$ cat config.mk
export PLATFORM = sky130hd
export DESIGN_NAME = sync_length_checksum_deframer
export DESIGN_NICKNAME = d
export VERILOG_FILES = /design/src/sv/slcd_pkg.sv /design/src/sv/slcd_parser.sv /design/src/sv/slcd_out_stage.sv /design/src/sv/sync_length_checksum_deframer.sv
export VERILOG_INCLUDE_DIRS = /design/src /design/src/sv
export SDC_FILE = /design/constraint.sdc
export NUM_CORES = 1
export LEC_CHECK = 0
export BUFFER_PORTS_ARGS = -buffer_cell sky130_fd_sc_hd__buf_2
export CAP_MARGIN = 20
export CORE_MARGIN = 2
export CORE_UTILIZATION = 39
export CTS_BUF_LIST = sky130_fd_sc_hd__clkbuf_8
export DETAILED_ROUTE_END_ITERATION = 10
export MAX_ROUTING_LAYER = met4
export PLACE_DENSITY_LB_ADDON = 0.08
export SETUP_SLACK_MARGIN = 0.5
export SLEW_MARGIN = 20
export SYNTH_ARGS = -nofsm -noshare
export SYNTH_HDL_FRONTEND = slang
export SYNTH_SLANG_ARGS = --single-unit
$ cat constraint.sdc
create_clock -name clk_i -period 12.9 [get_ports clk_i]
set_input_delay 2.58 -clock clk_i [delete_from_list [all_inputs] [get_ports clk_i]]
set_output_delay 2.58 -clock clk_i [all_outputs]
set_load 0.02 [all_outputs]
$ cat src/sv/sync_length_checksum_deframer_macros.svh
// ----------------------------------------------------------------------------
// Assertion macros for the sync/length/checksum deframer
// Concurrent checks that compile away when NO_ASSERTIONS is defined.
// ----------------------------------------------------------------------------
`ifndef SYNC_LENGTH_CHECKSUM_DEFRAMER_MACROS_SVH
`define SYNC_LENGTH_CHECKSUM_DEFRAMER_MACROS_SVH

`ifndef NO_ASSERTIONS

// Check a property on every rising edge outside reset.
`define SLCD_ASSERT(name, clk, rst_n, prop) \
  name: assert property (@(posedge clk) disable iff (!rst_n) prop) \
    else $error("deframer assertion failed");

// Check a property on every rising edge, reset included.
`define SLCD_ASSERT_ALWAYS(name, clk, prop) \
  name: assert property (@(posedge clk) prop) \
    else $error("deframer assertion failed");

`else

`define SLCD_ASSERT(name, clk, rst_n, prop)
`define SLCD_ASSERT_ALWAYS(name, clk, prop)

`endif

`endif

$ cat src/sv/slcd_pkg.sv
`timescale 1ns / 1ps
// ----------------------------------------------------------------------------
// slcd_pkg
// Types and constants shared by the deframer modules.
// ----------------------------------------------------------------------------
package slcd_pkg;

  localparam int unsigned LENGTH_FIELD_BYTES = 4;

  localparam logic [7:0]  SYNC_FIRST    = 8'hAA;
  localparam logic [7:0]  SYNC_SECOND   = 8'h55;
  localparam logic [31:0] MAX_LEN_RESET = 32'd250000;

  typedef enum logic [2:0] {
    PH_HUNT1   = 3'd0,
    PH_HUNT2   = 3'd1,
    PH_TYPE    = 3'd2,
    PH_LEN     = 3'd3,
    PH_PAYLOAD = 3'd4,
    PH_CHECK   = 3'd5
  } phase_e;

  typedef enum logic [1:0] {
    KIND_PAYLOAD = 2'd0,
    KIND_GOOD    = 2'd1,
    KIND_BAD     = 2'd2
  } kind_e;

  typedef struct packed {
    kind_e       kind;
    logic [7:0]  frame_type;
    logic [7:0]  payload_byte;
    logic [31:0] payload_index;
    logic [31:0] frame_length;
    logic        last;
  } result_t;

endpackage

$ cat src/sv/slcd_parser.sv
`timescale 1ns / 1ps
// ----------------------------------------------------------------------------
// slcd_parser
// Frame state machine: sync hunt, header capture, payload and checksum.
// ----------------------------------------------------------------------------
`include "sync_length_checksum_deframer_macros.svh"

module slcd_parser (
  input  logic                 clk_i,
  input  logic                 rst_ni,
  input  logic                 fire_i,
  input  logic [7:0]           rx_byte_i,
  input  logic [31:0]          max_len_i,
  output logic                 res_valid_o,
  output slcd_pkg::result_t    res_o
);

  slcd_pkg::phase_e phase_q, phase_d;
  logic [7:0]  held_type_q, held_type_d;
  logic [31:0] held_length_q, held_length_d;
  logic [2:0]  len_cnt_q, len_cnt_d;
  logic [31:0] payload_count_q, payload_count_d;
  logic [7:0]  sum_q, sum_d;

  logic [31:0] count_inc;
  logic [7:0]  sum_inc;
  logic [31:0] len_merged;
  logic        fin;

  assign count_inc  = payload_count_q + 32'd1;
  assign sum_inc    = sum_q + rx_byte_i;
  assign len_merged = held_length_q | ({24'd0, rx_byte_i} << {len_cnt_q[1:0], 3'b000});
  assign fin        = count_inc >= held_length_q;

  // Next state
  always_comb begin
    phase_d         = phase_q;
    held_type_d     = held_type_q;
    held_length_d   = held_length_q;
    len_cnt_d       = len_cnt_q;
    payload_count_d = payload_count_q;
    sum_d           = sum_q;
    if (fire_i) begin
      unique case (phase_q)
        slcd_pkg::PH_HUNT1: begin
          if (rx_byte_i == slcd_pkg::SYNC_FIRST) begin
            phase_d = slcd_pkg::PH_HUNT2;
          end
        end
        slcd_pkg::PH_HUNT2: begin
          phase_d = (rx_byte_i == slcd_pkg::SYNC_SECOND) ? slcd_pkg::PH_TYPE
                                                         : slcd_pkg::PH_HUNT1;
        end
        slcd_pkg::PH_TYPE: begin
          held_type_d   = rx_byte_i;
          held_length_d = '0;
          len_cnt_d     = '0;
          phase_d       = slcd_pkg::PH_LEN;
        end
        slcd_pkg::PH_LEN: begin
          held_length_d = len_merged;
          len_cnt_d     = len_cnt_q + 3'd1;
          if (len_cnt_d >= 3'(slcd_pkg::LENGTH_FIELD_BYTES)) begin
            payload_count_d = '0;
            sum_d           = '0;
            // drop empty and oversized frames
            if ((len_merged != 32'd0) && (len_merged <= max_len_i)) begin
              phase_d = slcd_pkg::PH_PAYLOAD;
            end else begin
              phase_d = slcd_pkg::PH_HUNT1;
            end
          end
        end
        slcd_pkg::PH_PAYLOAD: begin
          payload_count_d = count_inc;
          sum_d           = sum_inc;
          if (fin) begin
            phase_d = slcd_pkg::PH_CHECK;
          end
        end
        slcd_pkg::PH_CHECK: begin
          phase_d = slcd_pkg::PH_HUNT1;
        end
        default: begin
          phase_d = slcd_pkg::PH_HUNT1;
        end
      endcase
    end
  end

  // Result
  always_comb begin
    res_valid_o         = 1'b0;
    res_o.kind          = slcd_pkg::KIND_PAYLOAD;
    res_o.frame_type    = held_type_q;
    res_o.payload_byte  = '0;
    res_o.payload_index = '0;
    res_o.frame_length  = held_length_q;
    res_o.last          = 1'b0;
    unique case (phase_q)
      slcd_pkg::PH_PAYLOAD: begin
        res_valid_o         = fire_i;
        res_o.payload_byte  = rx_byte_i;
        res_o.payload_index = payload_count_q;
        res_o.last          = fin;
      end
      slcd_pkg::PH_CHECK: begin
        res_valid_o = fire_i;
        res_o.kind  = (rx_byte_i == sum_q) ? slcd_pkg::KIND_GOOD : slcd_pkg::KIND_BAD;
      end
      default: begin
        res_valid_o = 1'b0;
      end
    endcase
  end

  always_ff @(posedge clk_i or negedge rst_ni) begin
    if (!rst_ni) begin
      phase_q         <= slcd_pkg::PH_HUNT1;
      held_type_q     <= '0;
      held_length_q   <= '0;
      len_cnt_q       <= '0;
      payload_count_q <= '0;
      sum_q           <= '0;
    end else begin
      phase_q         <= phase_d;
      held_type_q     <= held_type_d;
      held_length_q   <= held_length_d;
      len_cnt_q       <= len_cnt_d;
      payload_count_q <= payload_count_d;
      sum_q           <= sum_d;
    end
  end

  `SLCD_ASSERT(a_payload_in_range, clk_i, rst_ni, (phase_q == slcd_pkg::PH_PAYLOAD) |-> (payload_count_q < held_length_q))
  `SLCD_ASSERT(a_last_to_check, clk_i, rst_ni, (res_valid_o && res_o.last) |=> (phase_q == slcd_pkg::PH_CHECK))
  `SLCD_ASSERT_ALWAYS(a_result_needs_item, clk_i, res_valid_o |-> fire_i)

endmodule

$ cat src/sv/slcd_out_stage.sv
`timescale 1ns / 1ps
// ----------------------------------------------------------------------------
// slcd_out_stage
// Result register with a skid entry, decoupling input and output stalls.
// ----------------------------------------------------------------------------
`include "sync_length_checksum_deframer_macros.svh"

module slcd_out_stage (
  input  logic                 clk_i,
  input  logic                 rst_ni,
  input  logic                 push_i,
  input  slcd_pkg::result_t    push_data_i,
  output logic                 full_o,
  output logic                 out_valid_o,
  output slcd_pkg::result_t    out_data_o,
  input  logic                 out_stall_i
);

  logic              main_valid_q, main_valid_d;
  logic              skid_valid_q, skid_valid_d;
  slcd_pkg::result_t main_q, main_d;
  slcd_pkg::result_t skid_q, skid_d;
  logic              out_fire;

  assign out_fire    = main_valid_q & ~out_stall_i;
  assign full_o      = skid_valid_q;
  assign out_valid_o = main_valid_q;
  assign out_data_o  = main_q;

  always_comb begin
    main_valid_d = main_valid_q;
    skid_valid_d = skid_valid_q;
    main_d       = main_q;
    skid_d       = skid_q;
    if (skid_valid_q) begin
      // input is held off; drain the skid entry into the main register
      if (out_fire) begin
        main_d       = skid_q;
        skid_valid_d = 1'b0;
      end
    end else if (push_i) begin
      if (!main_valid_q || out_fire) begin
        main_d       = push_data_i;
        main_valid_d = 1'b1;
      end else begin
        skid_d       = push_data_i;
        skid_valid_d = 1'b1;
      end
    end else if (out_fire) begin
      main_valid_d = 1'b0;
    end
  end

  always_ff @(posedge clk_i or negedge rst_ni) begin
    if (!rst_ni) begin
      main_valid_q <= 1'b0;
      skid_valid_q <= 1'b0;
    end else begin
      main_valid_q <= main_valid_d;
      skid_valid_q <= skid_valid_d;
    end
  end

  always_ff @(posedge clk_i) begin
    main_q <= main_d;
    skid_q <= skid_d;
  end

  `SLCD_ASSERT(a_skid_behind_main, clk_i, rst_ni, skid_valid_q |-> main_valid_q)
  `SLCD_ASSERT(a_no_push_when_full, clk_i, rst_ni, skid_valid_q |-> !push_i)

endmodule

$ cat src/sv/sync_length_checksum_deframer.sv
`timescale 1ns / 1ps
// ----------------------------------------------------------------------------
// sync_length_checksum_deframer
// Serial frame parser: sync 0xAA 0x55, type, little-endian length, payload
// bytes and an additive checksum, with a programmable length limit.
// ----------------------------------------------------------------------------
//  channel | handshake             | payload
//  --------+-----------------------+---------------------------------------
//  rx      | rx_valid_i/rx_stall_o | rx_byte_i
//  res     | res_valid_o/res_stall_i | kind, frame_type, payload_byte,
//          |                       | payload_index, frame_length, last
//  cfg     | cfg_we_i              | cfg_wdata_i (max payload length)
//
//  One item per cycle while rx_stall_o is low; the frame state updates in the cycle an item is taken.
//  A taken item's result is registered in the output register or the skid entry.
//  A skid entry absorbs one result, so rx_stall_o rises only once two
//  results wait behind a stalled output.
//  Reset returns to sync hunting with the length limit at 250000.
// ----------------------------------------------------------------------------
module sync_length_checksum_deframer (
  input  logic        clk_i,
  input  logic        rst_ni,
  input  logic        cfg_we_i,
  input  logic [31:0] cfg_wdata_i,
  input  logic        rx_valid_i,
  output logic        rx_stall_o,
  input  logic [7:0]  rx_byte_i,
  output logic        res_valid_o,
  input  logic        res_stall_i,
  output logic [1:0]  kind_o,
  output logic [7:0]  frame_type_o,
  output logic [7:0]  payload_byte_o,
  output logic [31:0] payload_index_o,
  output logic [31:0] frame_length_o,
  output logic        last_o
);

  logic [31:0]       max_len_q;
  logic              rx_fire;
  logic              full;
  logic              res_push;
  slcd_pkg::result_t res_new;
  slcd_pkg::result_t res_out;

  always_ff @(posedge clk_i or negedge rst_ni) begin
    if (!rst_ni) begin
      max_len_q <= slcd_pkg::MAX_LEN_RESET;
    end else if (cfg_we_i) begin
      max_len_q <= cfg_wdata_i;
    end
  end

  assign rx_stall_o = full;
  assign rx_fire    = rx_valid_i & ~full;

  slcd_parser u_parser (
    .clk_i       (clk_i),
    .rst_ni      (rst_ni),
    .fire_i      (rx_fire),
    .rx_byte_i   (rx_byte_i),
    .max_len_i   (max_len_q),
    .res_valid_o (res_push),
    .res_o       (res_new)
  );

  slcd_out_stage u_out (
    .clk_i       (clk_i),
    .rst_ni      (rst_ni),
    .push_i      (res_push),
    .push_data_i (res_new),
    .full_o      (full),
    .out_valid_o (res_valid_o),
    .out_data_o  (res_out),
    .out_stall_i (res_stall_i)
  );

  assign kind_o          = res_out.kind;
  assign frame_type_o    = res_out.frame_type;
  assign payload_byte_o  = res_out.payload_byte;
  assign payload_index_o = res_out.payload_index;
  assign frame_length_o  = res_out.frame_length;
  assign last_o          = res_out.last;

endmodule
==> results_dict.tcl <==
set metrics [dict create \
    period_needed_ns 4.49 \
    worstPathRequired_ns 13.10 \
    placed_area_mm2 0.0150 \
    drtIter0Drc 759 \
    rr_worst_depth 14 \
    finalHoldViolCount 0 \
    met2_usage_pct 30.1 \
    p_int_mw 1.37 \
    cts_tree "built" \
    synth_nets 1388 \
    grt.total_usage_pct 20.3 \
    cpMaxStageDelayCell "a21boi_4" \
    ant_nets 0 \
    synth_cells 1269 \
    worstPathCellList "buf_2 -> nor2b_1 -> nand2_1 -> a21boi_4 -> buf_16 -> buf_4" \
    cp.arrival_ns 4.69 \
    grt_pass1_wl_mm 55.8 \
    r2r_end "u_out.out_data_o[0]" \
    async_flop_share_pct 42.0 \
    gp_congestion 0.819 \
    post-cts-setup-buffers 0 \
    wl_per_cell_um 19.1 \
    die_w_um 193 \
    numPortBuffers 129 \
    ys_seq_elements 286 \
    start_util_pct 39.4 \
    num_vias 9768 \
    tightest_slew_ns 0.933 \
    grt_setup_unrepaired "false" \
    busiest_layer "met2" \
    drive_gt1_share_pct 19.8 \
    cts_resized 0 \
    multi_input_area_mm2 0.00544 \
    clkPwrFrac_pct 42.0 \
    timing.rr.start "u_parser.payload_count_q[0]" \
    post-route-period-util_pct 34.8 \
    cp_slowest_stage_delay_ns 0.62 \
    routed_wirelength_mm 36.2 \
    pre_cts_ws_ns 7.58 \
    htree_levels 2 \
    hold_slack_ns 0.473 \
    fillerInstances 3388 \
    ios 130 \
    antenna_found_initial 0 \
    drv_slew 0 \
    layout_setup_ws_ns 8.41 \
    finalNonFillerCells 1898 \
    synthFlopType "edfxtp_1" \
    path_max_fanout 55 \
    setup_violations 0 \
    place_inst 1805 \
    core_area_mm2 0.0354 \
    setup.worst_path.start_class "input pin" \
    dieHeight_um 193 \
    register_area_mm2 0.00800 \
    p_leak_nw 7.12 \
    rows 69 \
    drtPass1Iterations 5 \
    grt_max_degree 71 \
    crit_type "input pin to register" \
    ir_drop_v 0.0000722 \
    clockBufferDepth 3 \
    hold_buffers 0 \
    grt_pass1_vias 9587 \
    power_frac_comb_pct 3.7 \
    p_switching_mw 0.422 \
    fin_worst_skew_ns 0.0282 \
    synth_edf_count 166 \
    rrSetupSlack_ns 8.82 \
    path_clk_slew_ns 0.06 \
    remaining_drc_errors 0 \
    nNetsFinal 1516 \
    power.share.switching_pct 23.5 \
    hold_class "register to register" \
    syn_area_mm2 0.0139 \
    diodes 0 \
    yosysSeqAreaShare_pct 57.4 \
    met3_usage_pct 3.08 \
    dieArea_mm2 0.0373 \
    grt_overflow 0 \
    status "completed" \
    cts_buffers 49 \
    clkSinkCount 286 \
    seqPwrFrac_pct 54.3 \
    clk_latency_ns 0.60 \
    crit_end "u_out.out_data_o[45]" \
    hpwlAfterDp_mm 24.8 \
    clock.fmax_mhz 223 \
    ys_types 58 \
    syn-mean-instance-area_um2 11.0 \
    drv_cap 0 \
    final_area_mm2 0.0160 \
    max_slew_margin_pct 37.7 \
    synthToLayoutAreaGrowth_pct 14.5 \
    power_per_cell_area_mw_per_mm2 112 \
    use_met1_pct 28.7 \
    endpoint_kind "register" \
    drt-vias-per-instance 5.15 \
    crit_start "rx_valid_i" \
    clock-root-buffer "clkbuf_8" \
    setup_tns_ns 0 \
    yosys_warnings 0 \
]
-- layout by cell type (no fill, tap or decap), types with 5 or more instances in the layout --
master	synthesis	routed
dfstp_2	7	7
a31oi_1	11	11
and3_1	7	7
edfxtp_1	166	166
buf_4	2	10
inv_1	72	90
nand4_1	18	18
xor2_1	14	14
nand3_1	20	20
a21boi_0	32	31
clkinv_2	0	7
a21oi_1	38	38
buf_2	2	128
clkinv_1	0	9
nor4_1	12	12
o22ai_1	7	7
nand2_1	246	246
mux2_2	59	59
a21o_1	14	14
and2_1	39	39
o21a_1	5	5
nor2_1	36	34
nand2b_1	5	5
xnor2_1	22	22
nor2b_1	9	9
o31ai_1	8	8
clkbuf_8	0	53
dfrtp_1	113	112
ha_1	73	73
nor3_1	10	10
o21ai_0	115	114
-- per-stage QoR --
stage	utilization, %	total power [mW]
after floorplan	-	1.03
after global placement	42.4	1.06
after detailed placement	42.4	1.06
after CTS	45.0	1.82
after global routing	45.1	1.87
final	45.1	1.79
-- cells in the mapped netlist, types with 20 or more instances --
master    count  share of area [%]
ha_1         73                6.6
a21boi_0     32                1.7
mux2_2       59                4.8
dfrtp_1     113                 20
edfxtp_1    166                 36
a21oi_1      38                1.4
nand3_1      20               0.72
clkbuf_1     54                1.5
and2_1       39                1.7
xnor2_1      22                1.4
nand2_1     246                6.6
o21ai_0     115                4.1
nor2_1       36               0.97
inv_1        72                1.9
-- cell families after synthesis --
group           Yosys count  synth area share, %
compound gates          258                 11.1
simple gates            419                 14.0
mux                      60                 4.84
xor+xnor                 36                 2.26
fa+ha+maj                74                 6.69
buf+inv                 136                 3.79
flops                   286                 57.4
-- worst max-delay path, delay by kind of cell --
family | cells | cell delay [ns]
AND/OR/NAND/NOR | 2 | 0.48
AO/OA/AOI/OAI | 1 | 0.62
buffers and inverters | 3 | 0.92
-- per-layer routing --
| metal | up-vias | routed length, µm | part of all wire, % |
|---|---|---|---|
| met3 | 48 | 1780 | 4.9 |
| met1 | 4723 | 17600 | 49 |
| li1 | 4750 | - | - |
| met4 | 0 | 856 | 2.4 |
| met5 | - | 0 | 0 |
| met2 | 247 | 16000 | 44 |
-- final cells by class --
cell class,instances,area share [%]
multi-input cells,847,34.1
inverters,72,1.69
repair buffers,141,4.85
flip-flops and latches,286,50.1
clock inverters,38,1.04
clock buffers,53,4.57
well taps,461,3.61
-- power by group through the flow --
stage	combinational, mW	clock, mW	sequential (mW)
2_1_floorplan	0.0355	0	0.992
3_3_place_gp	0.0659	0	0.993
3_5_place_dp	0.0667	0	0.993
4_1_cts	0.0672	0.778	0.975
5_1_grt	0.0751	0.817	0.975
6_report	0.0662	0.753	0.975
-- worst min-delay path by stage --
| stage | from | to | slack (ns) | depth (start not counted) |
|---|---|---|---|---|
| floorplan | u_parser.held_type_q[0] | u_out.skid_q[73] | 0.44 | 0 |
| global placement | u_parser.held_type_q[2] | u_out.skid_q[75] | 0.46 | 0 |
| detailed placement | u_parser.held_type_q[2] | u_out.skid_q[75] | 0.46 | 0 |
| CTS | u_parser.held_type_q[2] | u_out.skid_q[75] | 0.48 | 0 |
| global route | u_parser.held_type_q[6] | u_out.skid_q[79] | 0.50 | 0 |
| finish | u_parser.held_type_q[6] | u_out.skid_q[79] | 0.47 | 0 |
-- registers in the layout (all words and copies together), names as in the netlist --
name / flops
u_out.out_data_o: 83
u_out.skid_q: 83
max_len_q: 32
u_parser.held_length_q: 32
u_parser.payload_count_q: 32
u_parser.held_type_q: 8
u_parser.sum_q: 8
u_parser.len_cnt_q: 3
u_parser.phase_q: 3
u_out.full_o: 1
u_out.out_valid_o: 1
Note: power is estimated with default switching activity, not from simulation.
